## src/sv/tdu_pkg.sv

```systemverilog
// ---------------------------------------------------------------------------
// tdu_pkg
// Shared constants and types for the tick-driven UART transmitter/receiver.
// ---------------------------------------------------------------------------
`timescale 1ns / 1ps

package tdu_pkg;

    // Default number of data bits in a frame
    localparam int DATA_BITS_DEF = 8;
    // Width of the displayed receive byte
    localparam int RX_DATA_W     = 8;

    // Item kinds on the input channel
    localparam logic [1:0] MODE_TICK = 2'd0;
    localparam logic [1:0] MODE_EDGE = 2'd1;
    localparam logic [1:0] MODE_LOAD = 2'd2;

    // Decoded actions of one accepted transaction
    typedef struct packed {
        logic tick_tx;   // bit tick while transmitting
        logic tick_rx;   // bit tick while receiving
        logic edge_rec;  // line edge while the timer runs: record level
        logic rx_start;  // falling edge while the timer is idle
        logic load;      // byte load while the transmitter is free
    } t_evt;

endpackage

```

## src/sv/tdu_tx.sv

```systemverilog
// ---------------------------------------------------------------------------
// tdu_tx
// Transmit side: frames a byte as start, data (LSB first), stop and drives
// one frame bit onto the pin per bit tick.
// ---------------------------------------------------------------------------
`timescale 1ns / 1ps

module tdu_tx
    import tdu_pkg::*;
#(
    parameter int DATA_BITS = DATA_BITS_DEF
) (
    input  logic                 i_clk,
    input  logic                 i_rst_n,
    input  t_evt                 i_evt,
    input  logic [7:0]           i_tx_byte,
    output logic                 o_sending,
    output logic                 o_pin,
    output logic                 o_frame_end
);

    localparam int FRAME_LEN = DATA_BITS + 2;
    localparam int IDX_W     = $clog2(FRAME_LEN);
    localparam int CNT_W     = $clog2(FRAME_LEN + 1);

    logic                 r_sending, n_sending;
    logic [CNT_W-1:0]     r_idx, n_idx;
    logic [FRAME_LEN-1:0] r_frame, n_frame;
    logic                 r_pin, n_pin;
    logic                 w_in_frame;

    assign w_in_frame  = (r_idx < CNT_W'(FRAME_LEN));
    assign o_frame_end = i_evt.tick_tx && !w_in_frame;

    // Load a new frame or advance the current one
    always_comb begin
        n_sending = r_sending;
        n_idx     = r_idx;
        n_frame   = r_frame;
        n_pin     = r_pin;
        if (i_evt.load) begin
            n_frame   = {1'b1, DATA_BITS'(i_tx_byte), 1'b0};
            n_idx     = '0;
            n_sending = 1'b1;
        end else if (i_evt.tick_tx) begin
            if (w_in_frame) begin
                n_pin = r_frame[r_idx[IDX_W-1:0]];
                n_idx = r_idx + CNT_W'(1);
            end else begin
                n_sending = 1'b0;
                n_idx     = '0;
            end
        end
    end

    always_ff @(posedge i_clk) begin
        if (!i_rst_n) begin
            r_sending <= 1'b0;
            r_idx     <= '0;
            r_frame   <= {1'b1, {(FRAME_LEN-1){1'b0}}};
            r_pin     <= 1'b1;
        end else begin
            r_sending <= n_sending;
            r_idx     <= n_idx;
            r_frame   <= n_frame;
            r_pin     <= n_pin;
        end
    end

    assign o_sending = r_sending;
    assign o_pin     = r_pin;

endmodule

```

## src/sv/tdu_rx.sv

```systemverilog
// ---------------------------------------------------------------------------
// tdu_rx
// Receive side: records the line level on edges and ORs the sampled level
// into the byte through a shifting bit mask, one position per bit tick.
// ---------------------------------------------------------------------------
`timescale 1ns / 1ps

module tdu_rx
    import tdu_pkg::*;
#(
    parameter int DATA_BITS = DATA_BITS_DEF
) (
    input  logic                 i_clk,
    input  logic                 i_rst_n,
    input  t_evt                 i_evt,
    input  logic                 i_line_level,
    output logic [RX_DATA_W-1:0] o_shown,
    output logic                 o_done
);

    logic [DATA_BITS-1:0] r_mask, n_mask;
    logic [DATA_BITS-1:0] r_shift, n_shift;
    logic                 r_seen, n_seen;
    logic [RX_DATA_W-1:0] r_shown, n_shown;

    assign o_done = i_evt.tick_rx && (r_mask == '0);

    // Start, record level, sample a bit or finish the byte
    always_comb begin
        n_mask  = r_mask;
        n_shift = r_shift;
        n_seen  = r_seen;
        n_shown = r_shown;
        if (i_evt.rx_start) begin
            n_mask  = DATA_BITS'(1);
            n_shift = '0;
            n_seen  = 1'b0;
        end else if (i_evt.edge_rec) begin
            n_seen = i_line_level;
        end else if (i_evt.tick_rx) begin
            if (r_mask == '0) begin
                n_shown = RX_DATA_W'(r_shift);
            end else begin
                if (r_seen) begin
                    n_shift = r_shift | r_mask;
                end
                n_mask = r_mask << 1;
            end
        end
    end

    always_ff @(posedge i_clk) begin
        if (!i_rst_n) begin
            r_mask  <= DATA_BITS'(1);
            r_shift <= '0;
            r_seen  <= 1'b0;
            r_shown <= '0;
        end else begin
            r_mask  <= n_mask;
            r_shift <= n_shift;
            r_seen  <= n_seen;
            r_shown <= n_shown;
        end
    end

    assign o_shown = r_shown;

endmodule

```

## src/sv/tick_driven_uart_tx_rx.sv

```systemverilog
// ---------------------------------------------------------------------------
// tick_driven_uart_tx_rx
// 8N1 UART with one bit timer shared by the transmitter and the receiver.
// ---------------------------------------------------------------------------
// Each input transaction is a bit tick, a receive-line edge or a byte load,
// and produces exactly one result, valid the cycle after it is accepted. The
// block takes one transaction per clock: the UART state registers are the
// result register, so a new transaction is accepted whenever no result is
// held or the held result is taken in the same cycle (o_in_ready follows
// i_out_ready while a result waits). Bit timing comes entirely from the tick
// source, including any half-bit alignment of receive sampling.
`timescale 1ns / 1ps

module tick_driven_uart_tx_rx
    import tdu_pkg::*;
#(
    parameter int DATA_BITS = DATA_BITS_DEF
) (
    input  logic                 i_clk,
    input  logic                 i_rst_n,
    input  logic                 i_in_valid,
    output logic                 o_in_ready,
    input  logic [1:0]           i_mode,
    input  logic                 i_line_level,
    input  logic [7:0]           i_tx_byte,
    output logic                 o_out_valid,
    input  logic                 i_out_ready,
    output logic                 o_tx_line,
    output logic [RX_DATA_W-1:0] o_rx_data,
    output logic                 o_rx_done,
    output logic                 o_tx_busy,
    output logic                 o_timer_running
);

    logic r_timer, n_timer;
    logic r_done, n_done;
    logic r_out_valid, n_out_valid;
    logic w_accept;
    logic w_sending;
    logic w_frame_end;
    logic w_rx_done;
    t_evt w_evt;

    assign o_in_ready = !r_out_valid || i_out_ready;
    assign w_accept   = i_in_valid && o_in_ready;

    // Decode the accepted transaction against the current timer owner
    always_comb begin
        w_evt          = '0;
        w_evt.tick_tx  = w_accept && (i_mode == MODE_TICK) && r_timer && w_sending;
        w_evt.tick_rx  = w_accept && (i_mode == MODE_TICK) && r_timer && !w_sending;
        w_evt.edge_rec = w_accept && (i_mode == MODE_EDGE) && r_timer;
        w_evt.rx_start = w_accept && (i_mode == MODE_EDGE) && !r_timer && !i_line_level;
        w_evt.load     = w_accept && (i_mode == MODE_LOAD) && !w_sending;
    end

    tdu_tx #(
        .DATA_BITS (DATA_BITS)
    ) u_tx (
        .i_clk       (i_clk),
        .i_rst_n     (i_rst_n),
        .i_evt       (w_evt),
        .i_tx_byte   (i_tx_byte),
        .o_sending   (w_sending),
        .o_pin       (o_tx_line),
        .o_frame_end (w_frame_end)
    );

    tdu_rx #(
        .DATA_BITS (DATA_BITS)
    ) u_rx (
        .i_clk        (i_clk),
        .i_rst_n      (i_rst_n),
        .i_evt        (w_evt),
        .i_line_level (i_line_level),
        .o_shown      (o_rx_data),
        .o_done       (w_rx_done)
    );

    // Start the shared timer on a load or a start edge, drop it at frame or reception end
    always_comb begin
        n_timer = r_timer;
        if (w_evt.load || w_evt.rx_start) begin
            n_timer = 1'b1;
        end else if (w_frame_end || w_rx_done) begin
            n_timer = 1'b0;
        end
    end

    // Hold the result until it is taken
    always_comb begin
        n_done      = r_done;
        n_out_valid = r_out_valid;
        if (w_accept) begin
            n_done      = w_rx_done;
            n_out_valid = 1'b1;
        end else if (i_out_ready) begin
            n_out_valid = 1'b0;
        end
    end

    always_ff @(posedge i_clk) begin
        if (!i_rst_n) begin
            r_timer     <= 1'b0;
            r_done      <= 1'b0;
            r_out_valid <= 1'b0;
        end else begin
            r_timer     <= n_timer;
            r_done      <= n_done;
            r_out_valid <= n_out_valid;
        end
    end

    assign o_out_valid     = r_out_valid;
    assign o_rx_done       = r_done;
    assign o_tx_busy       = w_sending;
    assign o_timer_running = r_timer;

endmodule

```

## config.mk

```make
export PLATFORM = sky130hd
export DESIGN_NAME = tick_driven_uart_tx_rx
export DESIGN_NICKNAME = d
export VERILOG_FILES = /design/src/sv/tdu_pkg.sv /design/src/sv/tdu_tx.sv /design/src/sv/tdu_rx.sv /design/src/sv/tick_driven_uart_tx_rx.sv
export SDC_FILE = /design/constraint.sdc
export NUM_CORES = 1
export LEC_CHECK = 0
export BUFFER_PORTS_ARGS = -buffer_cell sky130_fd_sc_hd__buf_2
export CAP_MARGIN = 15
export CORE_MARGIN = 4
export CORE_UTILIZATION = 51
export CTS_BUF_LIST = sky130_fd_sc_hd__clkbuf_2 sky130_fd_sc_hd__clkbuf_4 sky130_fd_sc_hd__clkbuf_8
export DETAILED_ROUTE_END_ITERATION = 16
export GPL_ROUTABILITY_DRIVEN = 0
export PLACE_DENSITY = 0.73
export SLEW_MARGIN = 25
export SYNTH_ARGS = -nofsm -noshare
export SYNTH_HDL_FRONTEND = slang
export SYNTH_SLANG_ARGS = --single-unit
```

## constraint.sdc

```tcl
create_clock -name i_clk -period 3.8 [get_ports i_clk]
set_clock_uncertainty 0.1 [all_clocks]
set_input_delay 0.57 -clock i_clk [delete_from_list [all_inputs] [get_ports i_clk]]
set_output_delay 0.57 -clock i_clk [all_outputs]
set_load 0.05 [all_outputs]
```

==> flow_metrics.tcl, run 1 <==
set metrics [dict create \
    outcome "finished clean" \
    fin_crit_sh 0.506 \
    numCtsBuffers 5 \
    cp_max_fo 7 \
    static-leakage-power_nw 0.754 \
    core_um2 3130 \
    io-pin-count 29 \
    pre_cts_ws_ns 1.56 \
    relSlewSlack 0.443 \
    hold_buffers 0 \
    mostFrequentLayoutCell "dfxtp_1" \
    final-seq-area_um2 841 \
    slowest_delay_ns 0.33 \
    synth_top_area_share 0.493 \
    maxCapViolations 0 \
    slowest_stage "dfxtp_1" \
    wl_met1_um 1690 \
    finalSetupViolCount 0 \
    drive_gt1_frac 0.172 \
    drv_slew 0 \
    finalSetupTns_ns 0 \
    min_period_ns 1.92 \
    grt_max_degree 25 \
    num_antenna_cells 0 \
    syn-cell-area_um2 1700 \
    crit_chain "nor2b_4, inv_1, buf_2" \
    cts_max_level 2 \
    crit_family "buffers and inverters" \
    power_density_nw_per_um2 383 \
    drt-total-wl_um 3420 \
    peakVddDrop_v 0.000259 \
    setup_slack_ns 1.88 \
    wl_per_cell_um 12.9 \
    dr.first_iter.drc_count 72 \
    critPathArrivalTime_ns 1.25 \
    critPathKind "register to primary output" \
    grt_pass1_wl_um 6070 \
    wl_met2_um 1520 \
    final_cell_mix "dfxtp_1, buf_2, nand2_1, nor2_1, a21oi_1" \
    syn_inst 200 \
    hpwl_um 2430 \
    wl_met3_um 166 \
    p_total_w 0.000729 \
    vias 1469 \
    cts_tree "built" \
    grt-ovfl-total 0 \
    cp.required_ns 3.13 \
    top_layer "met4" \
    min_path_type "input port to register" \
    synth.net_count 216 \
    vias_per_cell 5.54 \
    ys_types 29 \
    area_delta_synth_final_pct 11.7 \
    dieArea_um2 4330 \
    synth_top_area_cell "dfxtp_1" \
    ys_top_cells_by_area "dfxtp_1, a21oi_1, mux2i_1" \
    multi_input_area_um2 792 \
    rsz0062_at_grt "no" \
    crit_buf_inv 2 \
    cp-end-kind "primary output" \
    num_rows 20 \
    synth.avg_cell_area_um2 8.52 \
    antenna_found_initial 0 \
    cts_sinks 42 \
    dieHeight_um 65.8 \
    cts_buffer_depth 2 \
    cts_resized 0 \
    hold_violations 0 \
    antenna_left 0 \
    yosys_warnings 0 \
    port_buffers 28 \
    die_w_um 65.8 \
    dr.pass1.iters 4 \
    final_nets 236 \
    clkTransAtPathRegs_ns 0.11 \
    fillers 287 \
    tightest_slew_ns 0.828 \
    drcViolationCount 0 \
    ys_seq_area_frac 0.493 \
    postLayoutCoreUtil 0.608 \
    grt_pass1_vias 1352 \
    cts_setup_buffers 0 \
    clockRootBuffer "clkbuf_4" \
    start_util 0.545 \
    fmax_mhz 520 \
    ys_ff_latch 42 \
    clk_latency_ns 0.34 \
    grt_use_total 0.180 \
    start_kind "register" \
]
-- where the power goes --
group          switching (W)  internal, W  total [W]
combinational      0.0000320    0.0000160  0.0000480
sequential        0.00000419     0.000445   0.000449
clock               0.000134    0.0000969   0.000231
total               0.000171     0.000558   0.000729
-- path summary, 6_finish.rpt --
| check | to | slack (ns) | cells after the start | startpoint |
|---|---|---|---|---|
| worst max register to register | o_timer_running | 1.92 | 5 | o_out_valid |
| worst min register to register | u_rx.o_shown[6] | 0.38 | 2 | u_rx.r_shift[6] |
| worst min-delay path | u_tx.r_frame[5] | 0.35 | 3 | i_tx_byte[4] |
| worst max-delay path | o_in_ready | 1.88 | 3 | o_out_valid |
-- cell type report --
| cell class | instances | area share |
|---|---|---|
| clock buffer | 7 | 0.0309 |
| tap | 44 | 0.0289 |
| clock inverter | 1 | 0.00263 |
| inverter | 3 | 0.00592 |
| timing repair buffer | 28 | 0.0736 |
| multi-input combinational | 140 | 0.416 |
| sequential | 42 | 0.442 |
-- flip-flops by register name, indices dropped and copies added (netlist names) --
name / count
u_rx.o_shown: 8
u_rx.r_mask: 8
u_rx.r_shift: 8
u_tx.r_frame: 8
u_tx.r_idx: 4
o_out_valid: 1
o_rx_done: 1
o_timer_running: 1
u_rx.r_seen: 1
u_tx.o_pin: 1
u_tx.o_sending: 1
-- Yosys cell counts (all sizes together) --
library cell  number
nand4              4
nor4               3
nand2b             1
a22oi              1
buf                3
o221ai             1
ha                 1
or4                2
dfxtp             42
a31oi              7
a21oi             23
nand2             25
nand3              9
mux2i             11
a21o               1
and2               1
clkbuf            12
nand4b             1
nor2b              3
o21ai             14
and4               1
nor2              24
o41ai              1
a41oi              3
a211oi             1
nand3b             1
mux4               1
inv                3
-- layer usage --
layer,vias up,GRT usage
met3,5,0.0578
met4,0,0.0544
li1,744,-
met5,-,0
met1,691,0.234
met2,29,0.283
-- worst reg2reg max path: stages (launching register included) --
cell and delay [ns]:
dfxtp_1 0.33, nor2b_4 0.13, inv_1 0.15, nand4_1 0.53, o221ai_1 0.40, a31oi_1 0.11
-- stage by stage --
stage	hold WS, ns	std cells	cell area [um^2]
3_5_place_dp	0.361	257	1840
4_1_cts	0.337	265	1900
5_1_grt	0.342	265	1900
2_1_floorplan	0.336	200	1700
6_report	0.350	265	1900
3_3_place_gp	0.353	257	1840
-- cells by family after synthesis --
family / Yosys count / share of synthesized area
fa+ha+maj: 1 / 0.00734
flops: 42 / 0.493
simple gates: 75 / 0.206
mux: 12 / 0.0778
compound gates: 52 / 0.173
buf+inv: 18 / 0.0418
(Power assumes the default switching activity.)
==> run 2: changes to the inputs <==
Settings changed: ABC_AREA from default to 1.
Clock period 3.8 ns to 1.93 ns, I/O delays scaled along.
==> flow_metrics.tcl, run 2 <==
set metrics [dict create \
    grt-ovfl-total 0 \
    crit_chain "buf_2" \
    clkTransAtPathRegs_ns 0.08 \
    maxCapViolations 0 \
    drv_slew 0 \
    synth.net_count 255 \
    ys_ff_latch 42 \
    io-pin-count 29 \
    drt-total-wl_um 3580 \
    grt_use_total 0.159 \
    relSlewSlack 0.739 \
    grt_max_degree 18 \
    rsz0062_at_grt "no" \
    final_nets 285 \
    antenna_left 0 \
    dieArea_um2 4810 \
    synth-main-ff-cell "dfxtp_1" \
    cp_max_fo 7 \
    synth_top_area_share 0.438 \
    wl_per_cell_um 11.3 \
    synth_common_cells "dfxtp_1, nor2_1, nand2_1, inv_1, a21oi_2" \
    min_from "i_tx_byte[7]" \
    critical_path.startpoint "u_tx.o_sending" \
    antenna_found_initial 0 \
    cts_sinks 42 \
    clk_latency_ns 0.29 \
    crit_family "flip-flops" \
    cts_max_level 2 \
    vias 1538 \
    fmax_mhz 632 \
    cts_tree "built" \
    synth_edf_count 0 \
    dr.pass1.iters 4 \
    start_kind "register" \
    vias_per_cell 4.85 \
    cts_resized 0 \
    rrSetupSlack_ns 0.42 \
    num_rows 22 \
    start_util 0.525 \
    port_buffers 28 \
    synth.most_common_cell "dfxtp_1" \
    syn_inst 239 \
    clockRootBuffer "clkbuf_8" \
    dr.first_iter.drc_count 91 \
    core_um2 3660 \
    area_delta_synth_final_pct 12.4 \
    drive_gt1_frac 0.305 \
    power_density_nw_per_um2 717 \
    synth.avg_cell_area_um2 8.04 \
    die_w_um 69.4 \
    hold_violations 0 \
    grt_pass1_vias 1448 \
    yosys_warnings 0 \
    critPathArrivalTime_ns 1.19 \
    mostFrequentLayoutCell "dfxtp_1" \
    hold_ws_ns 0.145 \
    peakVddDrop_v 0.000523 \
    slowest_stage "dfxtp_1" \
    synthArstFlopShare 0 \
    tightest_slew_ns 0.392 \
    final_cell_area_um2 2160 \
    hold_buffers 0 \
    fin_crit_sh 0.820 \
    critPathKind "register to primary output" \
    place_area_um2 2080 \
    static-leakage-power_nw 0.886 \
    syn-cell-area_um2 1920 \
    cp-end-kind "primary output" \
    drcViolationCount 0 \
    finalSetupTns_ns 0 \
    numCtsBuffers 5 \
    cts_buffer_depth 2 \
    finalSetupViolCount 0 \
    dieHeight_um 69.4 \
    final_cell_mix "dfxtp_1, nor2_1, nand2_1, buf_2, inv_1" \
    num_antenna_cells 0 \
    synth_top_area_cell "dfxtp_1" \
    hpwl_um 2740 \
    grt_pass1_wl_um 6280 \
    cts_setup_buffers 0 \
    min_period_ns 1.58 \
    min_path_type "input port to register" \
    timing.rr.start "u_tx.r_idx[1]" \
    ys_types 27 \
    ys_top_cells_by_area "dfxtp_1, nor2_1, a21oi_2" \
    cp.required_ns 1.54 \
    outcome "finished clean" \
    crit_buf_inv 1 \
    slowest_delay_ns 0.56 \
    ys_seq_area_frac 0.438 \
]
## run 2: cell type report
class	instances	area [um^2]
Sequential cell	42	841
Inverter	31	119
Fill cell	338	1500
Tap cell	48	60.1
Timing Repair Buffer	28	140
Clock buffer	5	68.8
Multi-Input combinational cell	161	921
Clock inverter	2	10.0
## run 2: cells by family after synthesis
group                      after synthesis  synth area share
DFF                                     42             0.438
and+or+nand+nor                        106             0.286
buffers and inverters                   36            0.0833
AOI/OAI and AO/OA                       53             0.182
adders and majority gates                1           0.00651
xor gates and xnor gates                 1           0.00456
## run 2: worst paths after layout
check | to | depth (start not counted)
max | o_tx_busy | 1
min | u_tx.r_frame[8] | 3
max reg2reg | o_timer_running | 5
min reg2reg | u_tx.r_frame[4] | 2
## run 2: routing by layer
| layer | vias up | track usage | wire length (um) |
|---|---|---|---|
| li1 | 837 | - | - |
| met1 | 673 | 0.196 | 1750 |
| met2 | 22 | 0.251 | 1640 |
| met3 | 6 | 0.0551 | 132 |
| met4 | 0 | 0.0651 | 60 |
| met5 | - | 0 | 0 |
## run 2: metrics by stage
step                utilization  instances  worst slack, ns  total power [W]
global route              0.590        317            0.228          0.00161
global placement          0.568        310            0.431          0.00104
CTS                       0.590        317            0.328          0.00157
floorplan                     -        239           0.0837          0.00101
detailed placement        0.568        310            0.400          0.00104
finish                    0.590        317            0.347          0.00155
## run 2: power breakdown
part | internal [W] | switching (W) | total, W | leakage [nW]
combinational | 0.0000398 | 0.0000856 | 0.000125 | 0.503
sequential | 0.000880 | 0.0000114 | 0.000891 | 0.340
clock | 0.000243 | 0.000290 | 0.000533 | 0.0438
